`config.mk`:
```
export PLATFORM = sky130hd
export DESIGN_NAME = multi_pool_resource_allocator_core
export DESIGN_NICKNAME = d
export VERILOG_FILES = /design/src/mpra_pkg.sv /design/src/mpra_pool.sv /design/src/multi_pool_resource_allocator_core.sv
export SDC_FILE = /design/constraint.sdc
export NUM_CORES = 1
export LEC_CHECK = 0
export BUFFER_PORTS_ARGS = -buffer_cell sky130_fd_sc_hd__buf_2
export CAP_MARGIN = 20
export CORE_MARGIN = 2
export CORE_UTILIZATION = 50
export CTS_BUF_LIST = sky130_fd_sc_hd__clkbuf_2 sky130_fd_sc_hd__clkbuf_4 sky130_fd_sc_hd__clkbuf_8
export CTS_CLUSTER_DIAMETER = 200
export CTS_CLUSTER_SIZE = 28
export DETAILED_ROUTE_END_ITERATION = 7
export PLACE_DENSITY = 0.67
export SLEW_MARGIN = 5
export SYNTH_ARGS = -nofsm -noshare
export SYNTH_HDL_FRONTEND = slang
export SYNTH_SLANG_ARGS = --single-unit
```
`constraint.sdc`:
```
create_clock -name clk -period 4.8 [get_ports clk]
set_input_delay 0 -clock clk [delete_from_list [all_inputs] [get_ports clk]]
set_output_delay 0 -clock clk [all_outputs]
set_load 0.03 [all_outputs]
```
`src/mpra_pkg.sv`:
```
// ============================================================================
// mpra_pkg
// Shared types and constants for the multi-pool resource allocator.
// ============================================================================
package mpra_pkg;

    localparam int SLOT_MAX      = 3;
    localparam int POOL_NUM      = 4;
    localparam int FREE_W        = $clog2(SLOT_MAX + 1);
    localparam int WANT_W        = 2;
    localparam int IN_PID_W      = 10;

    localparam int PRINTER_COUNT = 2;
    localparam int SCANNER_COUNT = 1;
    localparam int MODEM_COUNT   = 1;
    localparam int DRIVE_COUNT   = 2;
    localparam int PID_BITS      = 10;

    localparam logic FUNC_ALLOC   = 1'b0;
    localparam logic FUNC_RELEASE = 1'b1;

    typedef struct packed {
        logic                func;
        logic [IN_PID_W-1:0] pid;
        logic                real_time;
        logic [WANT_W-1:0]   want_printers;
        logic [WANT_W-1:0]   want_scanners;
        logic [WANT_W-1:0]   want_modems;
        logic [WANT_W-1:0]   want_drives;
    } req_t;

    typedef struct packed {
        logic              granted;
        logic [FREE_W-1:0] free_printers;
        logic [FREE_W-1:0] free_scanners;
        logic [FREE_W-1:0] free_modems;
        logic [FREE_W-1:0] free_drives;
    } rsp_t;

    typedef struct packed {
        logic              take;
        logic              drop;
        logic [WANT_W-1:0] want;
    } pool_cmd_t;

    typedef struct packed {
        logic              fits;
        logic [FREE_W-1:0] free_next;
    } pool_stat_t;

endpackage

```
`src/mpra_pool.sv`:
```
// ============================================================================
// mpra_pool
// One device pool: slot ownership, free count, first-fit take, release by pid.
// ============================================================================
module mpra_pool #(
    parameter int COUNT    = mpra_pkg::PRINTER_COUNT,
    parameter int PID_BITS = mpra_pkg::PID_BITS
) (
    input  logic                  clk,
    input  logic                  rst_n,
    input  logic                  step,
    input  mpra_pkg::pool_cmd_t   cmd,
    input  logic [PID_BITS-1:0]   pid,
    output mpra_pkg::pool_stat_t  stat
);

    logic [COUNT-1:0]    busy_reg;
    logic [COUNT-1:0]    busy_next;
    logic [PID_BITS-1:0] owner_reg  [COUNT];
    logic [PID_BITS-1:0] owner_next [COUNT];

    logic [mpra_pkg::FREE_W-1:0] free_cur;
    logic [mpra_pkg::FREE_W-1:0] free_new;
    logic [mpra_pkg::WANT_W-1:0] got;

    always_comb
    begin
        free_cur = '0;
        for (int i = 0; i < COUNT; i++)
        begin
            free_cur = free_cur + {{(mpra_pkg::FREE_W-1){1'b0}}, ~busy_reg[i]};
        end
    end

    always_comb
    begin
        busy_next = busy_reg;
        got       = '0;
        for (int i = 0; i < COUNT; i++)
        begin
            owner_next[i] = owner_reg[i];
        end
        if (cmd.drop)
        begin
            for (int i = 0; i < COUNT; i++)
            begin
                if (busy_reg[i] && owner_reg[i] == pid)
                begin
                    busy_next[i] = 1'b0;
                end
            end
        end
        else if (cmd.take)
        begin
            for (int i = 0; i < COUNT; i++)
            begin
                if (!busy_reg[i] && got < cmd.want)
                begin
                    busy_next[i]  = 1'b1;
                    owner_next[i] = pid;
                    got           = got + 1'b1;
                end
            end
        end
    end

    always_comb
    begin
        free_new = '0;
        for (int i = 0; i < COUNT; i++)
        begin
            free_new = free_new + {{(mpra_pkg::FREE_W-1){1'b0}}, ~busy_next[i]};
        end
    end

    assign stat.fits      = cmd.want <= free_cur;
    assign stat.free_next = step ? free_new : free_cur;

    always_ff @(posedge clk or negedge rst_n)
    begin
        if (!rst_n)
        begin
            busy_reg <= '0;
        end
        else if (step)
        begin
            busy_reg <= busy_next;
        end
    end

    always_ff @(posedge clk)
    begin
        if (step)
        begin
            for (int i = 0; i < COUNT; i++)
            begin
                owner_reg[i] <= owner_next[i];
            end
        end
    end

endmodule

```
`src/multi_pool_resource_allocator_core.sv`:
```
// ============================================================================
// multi_pool_resource_allocator_core
// Four device pools with all-or-nothing allocation and release by pid.
// ============================================================================
// A transaction is taken on every cycle with start high; busy never rises.
// Each transaction produces one result on rsp with done high, once it has
// passed the input register and then the pool check and update into the
// result register. Results cannot be held off, so the receiver must take
// done whenever it is high.
module multi_pool_resource_allocator_core #(
    parameter int PRINTER_COUNT = mpra_pkg::PRINTER_COUNT,
    parameter int SCANNER_COUNT = mpra_pkg::SCANNER_COUNT,
    parameter int MODEM_COUNT   = mpra_pkg::MODEM_COUNT,
    parameter int DRIVE_COUNT   = mpra_pkg::DRIVE_COUNT,
    parameter int PID_BITS      = mpra_pkg::PID_BITS
) (
    input  logic           clk,
    input  logic           rst_n,
    input  logic           start,
    output logic           busy,
    input  mpra_pkg::req_t req,
    output logic           done,
    output mpra_pkg::rsp_t rsp
);

    localparam int IPW = mpra_pkg::IN_PID_W;

    logic           in_vld_reg;
    mpra_pkg::req_t in_reg;
    logic           res_vld_reg;
    mpra_pkg::rsp_t res_reg;
    mpra_pkg::rsp_t res_next;

    logic [PID_BITS-1:0]    pid_eff;
    logic                   alloc;
    logic                   all_fit;
    mpra_pkg::pool_cmd_t    cmd   [mpra_pkg::POOL_NUM];
    mpra_pkg::pool_stat_t   stat  [mpra_pkg::POOL_NUM];
    logic [mpra_pkg::WANT_W-1:0] want [mpra_pkg::POOL_NUM];

    assign busy = 1'b0;

    generate
        if (PID_BITS > IPW)
        begin : g_pid_wide
            assign pid_eff = {{(PID_BITS-IPW){1'b0}}, in_reg.pid};
        end
        else if (PID_BITS == IPW)
        begin : g_pid_eq
            assign pid_eff = in_reg.pid;
        end
        else
        begin : g_pid_narrow
            assign pid_eff = in_reg.pid[PID_BITS-1:0];
        end
    endgenerate

    assign want[0] = in_reg.want_printers;
    assign want[1] = in_reg.want_scanners;
    assign want[2] = in_reg.want_modems;
    assign want[3] = in_reg.want_drives;

    assign alloc   = in_reg.func == mpra_pkg::FUNC_ALLOC;
    assign all_fit = stat[0].fits && stat[1].fits && stat[2].fits && stat[3].fits;

    always_comb
    begin
        for (int k = 0; k < mpra_pkg::POOL_NUM; k++)
        begin
            cmd[k].want = want[k];
            cmd[k].drop = in_reg.func == mpra_pkg::FUNC_RELEASE;
            cmd[k].take = alloc && !in_reg.real_time && all_fit;
        end
    end

    mpra_pool #(.COUNT(PRINTER_COUNT), .PID_BITS(PID_BITS)) u_printers (
        .clk   (clk),
        .rst_n (rst_n),
        .step  (in_vld_reg),
        .cmd   (cmd[0]),
        .pid   (pid_eff),
        .stat  (stat[0])
    );

    mpra_pool #(.COUNT(SCANNER_COUNT), .PID_BITS(PID_BITS)) u_scanners (
        .clk   (clk),
        .rst_n (rst_n),
        .step  (in_vld_reg),
        .cmd   (cmd[1]),
        .pid   (pid_eff),
        .stat  (stat[1])
    );

    mpra_pool #(.COUNT(MODEM_COUNT), .PID_BITS(PID_BITS)) u_modems (
        .clk   (clk),
        .rst_n (rst_n),
        .step  (in_vld_reg),
        .cmd   (cmd[2]),
        .pid   (pid_eff),
        .stat  (stat[2])
    );

    mpra_pool #(.COUNT(DRIVE_COUNT), .PID_BITS(PID_BITS)) u_drives (
        .clk   (clk),
        .rst_n (rst_n),
        .step  (in_vld_reg),
        .cmd   (cmd[3]),
        .pid   (pid_eff),
        .stat  (stat[3])
    );

    always_comb
    begin
        res_next.granted       = !alloc || in_reg.real_time || all_fit;
        res_next.free_printers = stat[0].free_next;
        res_next.free_scanners = stat[1].free_next;
        res_next.free_modems   = stat[2].free_next;
        res_next.free_drives   = stat[3].free_next;
    end

    always_ff @(posedge clk or negedge rst_n)
    begin
        if (!rst_n)
        begin
            in_vld_reg  <= 1'b0;
            res_vld_reg <= 1'b0;
        end
        else
        begin
            in_vld_reg  <= start && !busy;
            res_vld_reg <= in_vld_reg;
        end
    end

    always_ff @(posedge clk)
    begin
        if (start && !busy)
        begin
            in_reg <= req;
        end
        if (in_vld_reg)
        begin
            res_reg <= res_next;
        end
    end

    assign done = res_vld_reg;
    assign rsp  = res_reg;

    a_done_latency: assert property (@(posedge clk) disable iff (!rst_n)
        in_vld_reg |=> done)
        else $error("result strobe missing after a stage transaction");

    a_refuse_alloc_only: assert property (@(posedge clk) disable iff (!rst_n)
        in_vld_reg && !res_next.granted |-> alloc && !in_reg.real_time)
        else $error("refusal on a release or real-time transaction");

    a_refuse_keeps_free: assert property (@(posedge clk) disable iff (!rst_n)
        in_vld_reg && !res_next.granted |=>
            rsp.free_printers == $past(stat[0].free_next)
            && rsp.free_drives == $past(stat[3].free_next)
            && !$past(cmd[0].take))
        else $error("refused transaction changed a pool");

    a_free_bound: assert property (@(posedge clk) disable iff (!rst_n)
        done |-> rsp.free_printers <= PRINTER_COUNT && rsp.free_scanners <= SCANNER_COUNT
            && rsp.free_modems <= MODEM_COUNT && rsp.free_drives <= DRIVE_COUNT)
        else $error("free count above pool size");

endmodule
```
==> flow_summary_export.csv, run 1 <==
group,metric,value,unit
run_status,status,"completed",
drt,vias,2171,
drt,drtAntennaViolNets,0,
die,start_util,51.9,%
worst_setup_path,critical_path_class,"register to register",
die,die_x,93.8,µm
placed_design,dp_hpwl,4.50,mm
clock_network,clock_path_buffers,2,
finish,design_area,4670,µm²
finish,nFillCells,619,
timing,period_needed,2970,ps
pwr,p_leak,1.60,nW
die,dieArea,8800,µm²
clock_network,cts_buffers,9,
drt,route.detailed.drc,0,
logic_synthesis,synthCells,268,
grt,grt_pass1_vias,2127,
timing,finalMaxSlewViolations,0,
finish,num-nets-final,354,
timing,fmax,0.337,GHz
placed_design,dp_worst_setup_slack,1840,ps
worst_setup_path,rr_worst_depth,8,
die,rows,32,
timing,setup_viol,0,
timing,setup_slack,1830,ps
drt,vias_per_cell,5.07,
timing,worst_pin_slew,1080,ps
drt,routed_wl,6.94,mm
clock_network,htree_num_levels,3,
logic_synthesis,seq_area_frac_synth,69.7,%
timing,rsz0062_at_grt,"false",
drt,drt-pass1-iter-count,4,
grt,grtUsageTotal,17.4,%
clock_network,cts_tree,"done",
worst_setup_path,worstSetupEndpointType,"register",
clock_network,ctsResizeCount,0,
worst_setup_path,path_max_fanout,10,
clock_network,cts_root_buf,"clkbuf_8",
logic_synthesis,synth_area,4030,µm²
clock_network,clkLatencyLatePin,360,ps
run,maxCapViolCount,0,
placed_design,placed_cell_area,4270,µm²
clock_network,clk_pin_slew,90,ps
logic_synthesis,ys_types,32,
timing,finalHoldViolCount,0,
grt,grt_max_degree,22,
finish,diodes,0,
logic_synthesis,yosysWarnings,0,
timing,tns,0,ps
die,die_y,93.8,µm
grt,antenna_found_initial,0,
finish,layout_common_cells,"edfxtp_1 (87), xnor2_1 (44), buf_2 (30), dlygate4sd3_1 (21), xor2_1 (15)",
timing,relSlewSlack,27.1,%
drt,wire_per_inst,16.2,µm
placed_design,place_congestion,0.796,
drt,drt_iter0_drc,138,
hold_path,hold_path.class,"primary input to async pin",
pwr,ir_drop,0.278,mV
die,core-area,7770,µm²
worst_setup_path,cp.required,4780,ps
timing,post-route-period-util,61.8,%
worst_setup_path,setup.worst_path.start_class,"register",
timing,clock_skew,10.4,ps
clock_network,clock-sinks,95,
worst_setup_path,rrSetupSlack,1830,ps
finish,final_common_cell,"edfxtp_1",
worst_setup_path,regToRegEndpoint,"u_printers.owner_reg[0][16]$_DFFE_PP_",
logic_synthesis,avgSynthCellArea,15.1,µm²
pwr,total_power,1.66,mW
worst_setup_path,cp.arrival,2950,ps
grt,grt_pass1_wl,11.2,mm
logic_synthesis,yosys_register_bits,95,
timing,whs,19.3,ps
die,num_io_pins,34,
grt,grt_overflow,0,
pwr,powerDensity,356,nW/µm²
finish,drive_gt1_share,16.6,%
placed_design,port_buffers,30,
finish,area_growth,15.7,%
## metrics by stage
| stage | utilization [%] | instances |
|---|---|---|
| after floorplan | - | 270 |
| after global routing | 60.1 | 428 |
| final | 60.1 | 428 |
| after detailed placement | 55.0 | 391 |
| after global placement | 55.0 | 391 |
| after CTS | 60.1 | 428 |
## synth_stat cells
cell,count,area share (%)
nand4_1,12,1.9
nor4_1,6,0.93
buf_4,3,0.56
or2_2,1,0.16
o31a_1,1,0.22
buf_6,2,0.56
o22ai_1,2,0.31
xor2_2,1,0.40
and4_1,1,0.22
nor2b_1,2,0.31
a31o_2,1,0.22
xnor2_1,44,9.6
nor3_1,6,0.74
a21oi_1,5,0.62
buf_2,8,0.99
o221ai_1,2,0.43
o21ai_1,2,0.25
edfxtp_1,87,65
conb_1,1,0.093
dfrtp_1,8,5.0
nand3_1,5,0.62
inv_1,14,1.3
a31oi_1,1,0.16
ha_1,10,3.1
nor2_1,6,0.56
o21a_1,4,0.74
xor2_1,15,3.3
clkbuf_1,2,0.19
nand2_1,6,0.56
or3_1,1,0.16
a2bb2oi_1,1,0.22
o21ai_0,8,0.99
## final cells by class
class	count	area, µm²	share of cell area (%)
Sequential cell	95	2810	60.3
Tap cell	102	128	2.73
Clock buffer	9	124	2.65
Clock inverter	7	63.8	1.37
Timing Repair Buffer	55	390	8.36
Multi-Input combinational cell	146	1100	23.5
Inverter	14	52.6	1.13
## power by group
part / internal, mW / switching, mW / leakage (nW)
registers: 0.947 / 0.0510 / 0.891
clock network: 0.201 / 0.292 / 0.0972
logic: 0.0799 / 0.0910 / 0.615
total: 1.23 / 0.434 / 1.60
## cells by family after synthesis
kind of cell / after synthesis / synth area share, %
DFF: 95 / 69.7
AOI/OAI and AO/OA: 27 / 4.16
adders and majority gates: 10 / 3.10
other: 1 / 0.0930
buffers and inverters: 29 / 3.60
and+or+nand+nor: 46 / 6.11
xor gates and xnor gates: 60 / 13.2
## per-layer routing
metal	vias up	part of all wire, %	global-route usage (%)
met5	-	0	0
met1	1040	46	23.9
met2	50	47	27.0
li1	1069	-	-
met3	12	5.0	5.38
met4	0	1.5	5.19
## critical path, cell delays in order (launching register included)
cell	delay (ps)
dfrtp_1	410
inv_1	110
ha_1	150
inv_1	40
ha_1	270
nor2b_1	130
o21ai_0	250
nand3_1	260
nor4_2	970
## what timing repair did
item,4_1_cts,5_1_grt
hold endpoints to repair,28,0
hold buffers,21,0
buffers inserted,0,0
## worst max path at each step
stage	cells after the start	from	slack (ps)	to
2_1_floorplan	8	register	1860	u_printers.owner_reg[0][10]$_DFFE_PP_
3_3_place_gp	8	register	1930	u_printers.owner_reg[0][19]$_DFFE_PP_
3_5_place_dp	8	register	1840	u_printers.owner_reg[0][16]$_DFFE_PP_
4_1_cts	8	register	1830	u_printers.owner_reg[0][16]$_DFFE_PP_
5_1_grt	8	register	1600	u_printers.owner_reg[0][12]$_DFFE_PP_
6_report	8	register	1830	u_printers.owner_reg[0][16]$_DFFE_PP_
Note: power is estimated with default switching activity, not from simulation.
==> run 2, diff against run 1 <==
--- a/config.mk
+++ b/config.mk
@@ -13,7 +13,7 @@
 export CTS_CLUSTER_DIAMETER = 200
 export CTS_CLUSTER_SIZE = 28
 export DETAILED_ROUTE_END_ITERATION = 7
-export PLACE_DENSITY = 0.67
+export PLACE_DENSITY = 0.69
 export SLEW_MARGIN = 5
 export SYNTH_ARGS = -nofsm -noshare
 export SYNTH_HDL_FRONTEND = slang
==> constraint.sdc (replaced) <==
create_clock -name clk -period 2.5 [get_ports clk]
set_input_delay 0 -clock clk [delete_from_list [all_inputs] [get_ports clk]]
set_output_delay 0 -clock clk [all_outputs]
set_load 0.03 [all_outputs]
==> run 2 against run 1 <==
  * Sequential share of layout area decreased by 2.3 points
  * Utilization increased by 2.4 points
  * Fmax increased by 27%
  * Setup slack got worse by 1700 ps
  * First-iteration DRC count decreased by 30%
  * Largest cell class unchanged
  * Highest routed layer unchanged
==> flow_summary_export.csv, run 2 (same netlist as run 1, synthesis figures left out) <==
group,metric,value,unit
clock_network,cts_tree,"done",
grt,grtUsageTotal,17.0,%
finish,nFillCells,618,
clock_network,clock-sinks,95,
finish,diodes,0,
clock_network,clk_pin_slew,100,ps
die,core-area,7770,µm²
run_status,status,"completed",
die,die_x,93.8,µm
worst_setup_path,cp.required,2580,ps
pwr,ir_drop,0.434,mV
grt,grt_pass1_wl,11.2,mm
clock_network,clkLatencyLatePin,360,ps
timing,worst_pin_slew,584,ps
finish,layout_common_cells,"edfxtp_1 (87), xnor2_1 (44), buf_2 (30), dlygate4sd3_1 (21), buf_4 (17)",
die,dieArea,8800,µm²
drt,drt-pass1-iter-count,4,
grt,grt_pass1_vias,2181,
placed_design,placed_cell_area,4410,µm²
worst_setup_path,crit_buf_inv,2,
finish,area_growth,20.3,%
worst_setup_path,path_delay_family,"simple AND/OR/NAND/NOR gates",
hold_path,hold_path.class,"primary input to async pin",
placed_design,port_buffers,30,
drt,routed_wl,7.10,mm
grt,grt_overflow,0,
clock_network,cts_buffers,9,
timing,setup_viol,0,
finish,design_area,4850,µm²
pwr,powerDensity,674,nW/µm²
timing,finalHoldViolCount,0,
worst_setup_path,crit_chain,"inv_1 -> ha_1 -> o22ai_1 -> nor3_1 -> and4_1 -> nand2_2 -> nor3_4 -> buf_12",
grt,grt_max_degree,22,
worst_setup_path,critPathMaxStageDelay,400,ps
finish,final_common_cell,"edfxtp_1",
drt,route.detailed.drc,0,
die,die_y,93.8,µm
timing,fmax,0.428,GHz
run,maxCapViolCount,0,
die,num_io_pins,34,
worst_setup_path,critical_path_class,"register to register",
placed_design,dp_hpwl,4.90,mm
pwr,p_leak,1.69,nW
worst_setup_path,worstSetupEndpointType,"register",
worst_setup_path,setup.worst_path.start_class,"register",
timing,rsz0062_at_grt,"false",
drt,drtAntennaViolNets,0,
die,rows,32,
clock_network,clock_path_buffers,2,
worst_setup_path,path_max_fanout,10,
worst_setup_path,cp.arrival,2420,ps
grt,antenna_found_initial,0,
timing,post-route-period-util,93.5,%
timing,finalMaxSlewViolations,0,
timing,whs,23.9,ps
timing,clock_skew,13.2,ps
clock_network,cts_root_buf,"clkbuf_8",
worst_setup_path,cp_slowest_cell,"dfrtp_1",
drt,drt_iter0_drc,96,
finish,drive_gt1_share,22.9,%
die,start_util,51.9,%
clock_network,htree_num_levels,3,
placed_design,place_congestion,0.862,
drt,vias_per_cell,5.18,
drt,wire_per_inst,16.1,µm
timing,period_needed,2340,ps
finish,num-nets-final,368,
drt,vias,2288,
timing,relSlewSlack,61.1,%
==> run 2: power by group <==
group	internal (mW)	total (mW)	switching (mW)
Clock	0.396	0.978	0.582
Combinational	0.179	0.387	0.208
Sequential	1.82	1.90	0.0853
Total	2.39	3.27	0.875
==> run 2: per-layer routing <==
metal  vias up  GRT usage (%)  part of all wire (%)
li1       1099              -                     -
met2        57           27.0                    48
met1      1130           24.0                    47
met5         -              0                     0
met4         0           4.59                  0.54
met3         2           3.85                   4.9
==> run 2: timing repair <==
item,CTS,global route
hold buffers,21,0
gates resized for setup,2,8
hold endpoints to repair,28,0
buffers inserted,0,1
pin swaps,0,3
endpoints found under the setup margin,13,64
==> run 2: cell type report <==
cell class / instances / area [µm²] / area share (%)
sequential: 95 / 2810 / 58.0
multi-input combinational: 146 / 1150 / 23.7
timing repair buffer: 69 / 508 / 10.5
tap: 102 / 128 / 2.63
clock buffer: 9 / 124 / 2.55
clock inverter: 7 / 76.3 / 1.57
inverter: 14 / 52.6 / 1.08
==> run 2: worst paths after layout <==
path                                             startpoint                                    to  cells after the start  slack [ps]
hold reg to reg            u_drives.busy_reg[0]$_DFFE_PN0P_      u_drives.busy_reg[0]$_DFFE_PN0P_                      2         630
min in group clk                                      start                  in_vld_reg$_DFF_PN0_                      1          50
setup / recovery                                   register  u_scanners.owner_reg[0][4]$_DFFE_PP_                      8         160
hold / removal                                        rst_n                             async pin                      2          20
setup reg to reg                                   register  u_scanners.owner_reg[0][4]$_DFFE_PP_                      8         160
max in group asynchronous                             rst_n      u_drives.busy_reg[0]$_DFFE_PN0P_                      2        2290
==> run 2: metrics by stage <==
| step | cells | setup TNS [ps] | util [%] | setup WS, ps | total power, mW |
|---|---|---|---|---|---|
| 3_3_place_gp | 404 | 0 | 56.7 | 31.3 | 2.28 |
| 2_1_floorplan | 270 | -3120 | - | -94.1 | 2.16 |
| 3_5_place_dp | 404 | 0 | 56.7 | 12.6 | 2.29 |
| 5_1_grt | 442 | 0 | 62.5 | 12.3 | 3.40 |
| 6_report | 442 | 0 | 62.5 | 162 | 3.27 |
| 4_1_cts | 441 | 0 | 62.1 | 25.0 | 3.28 |
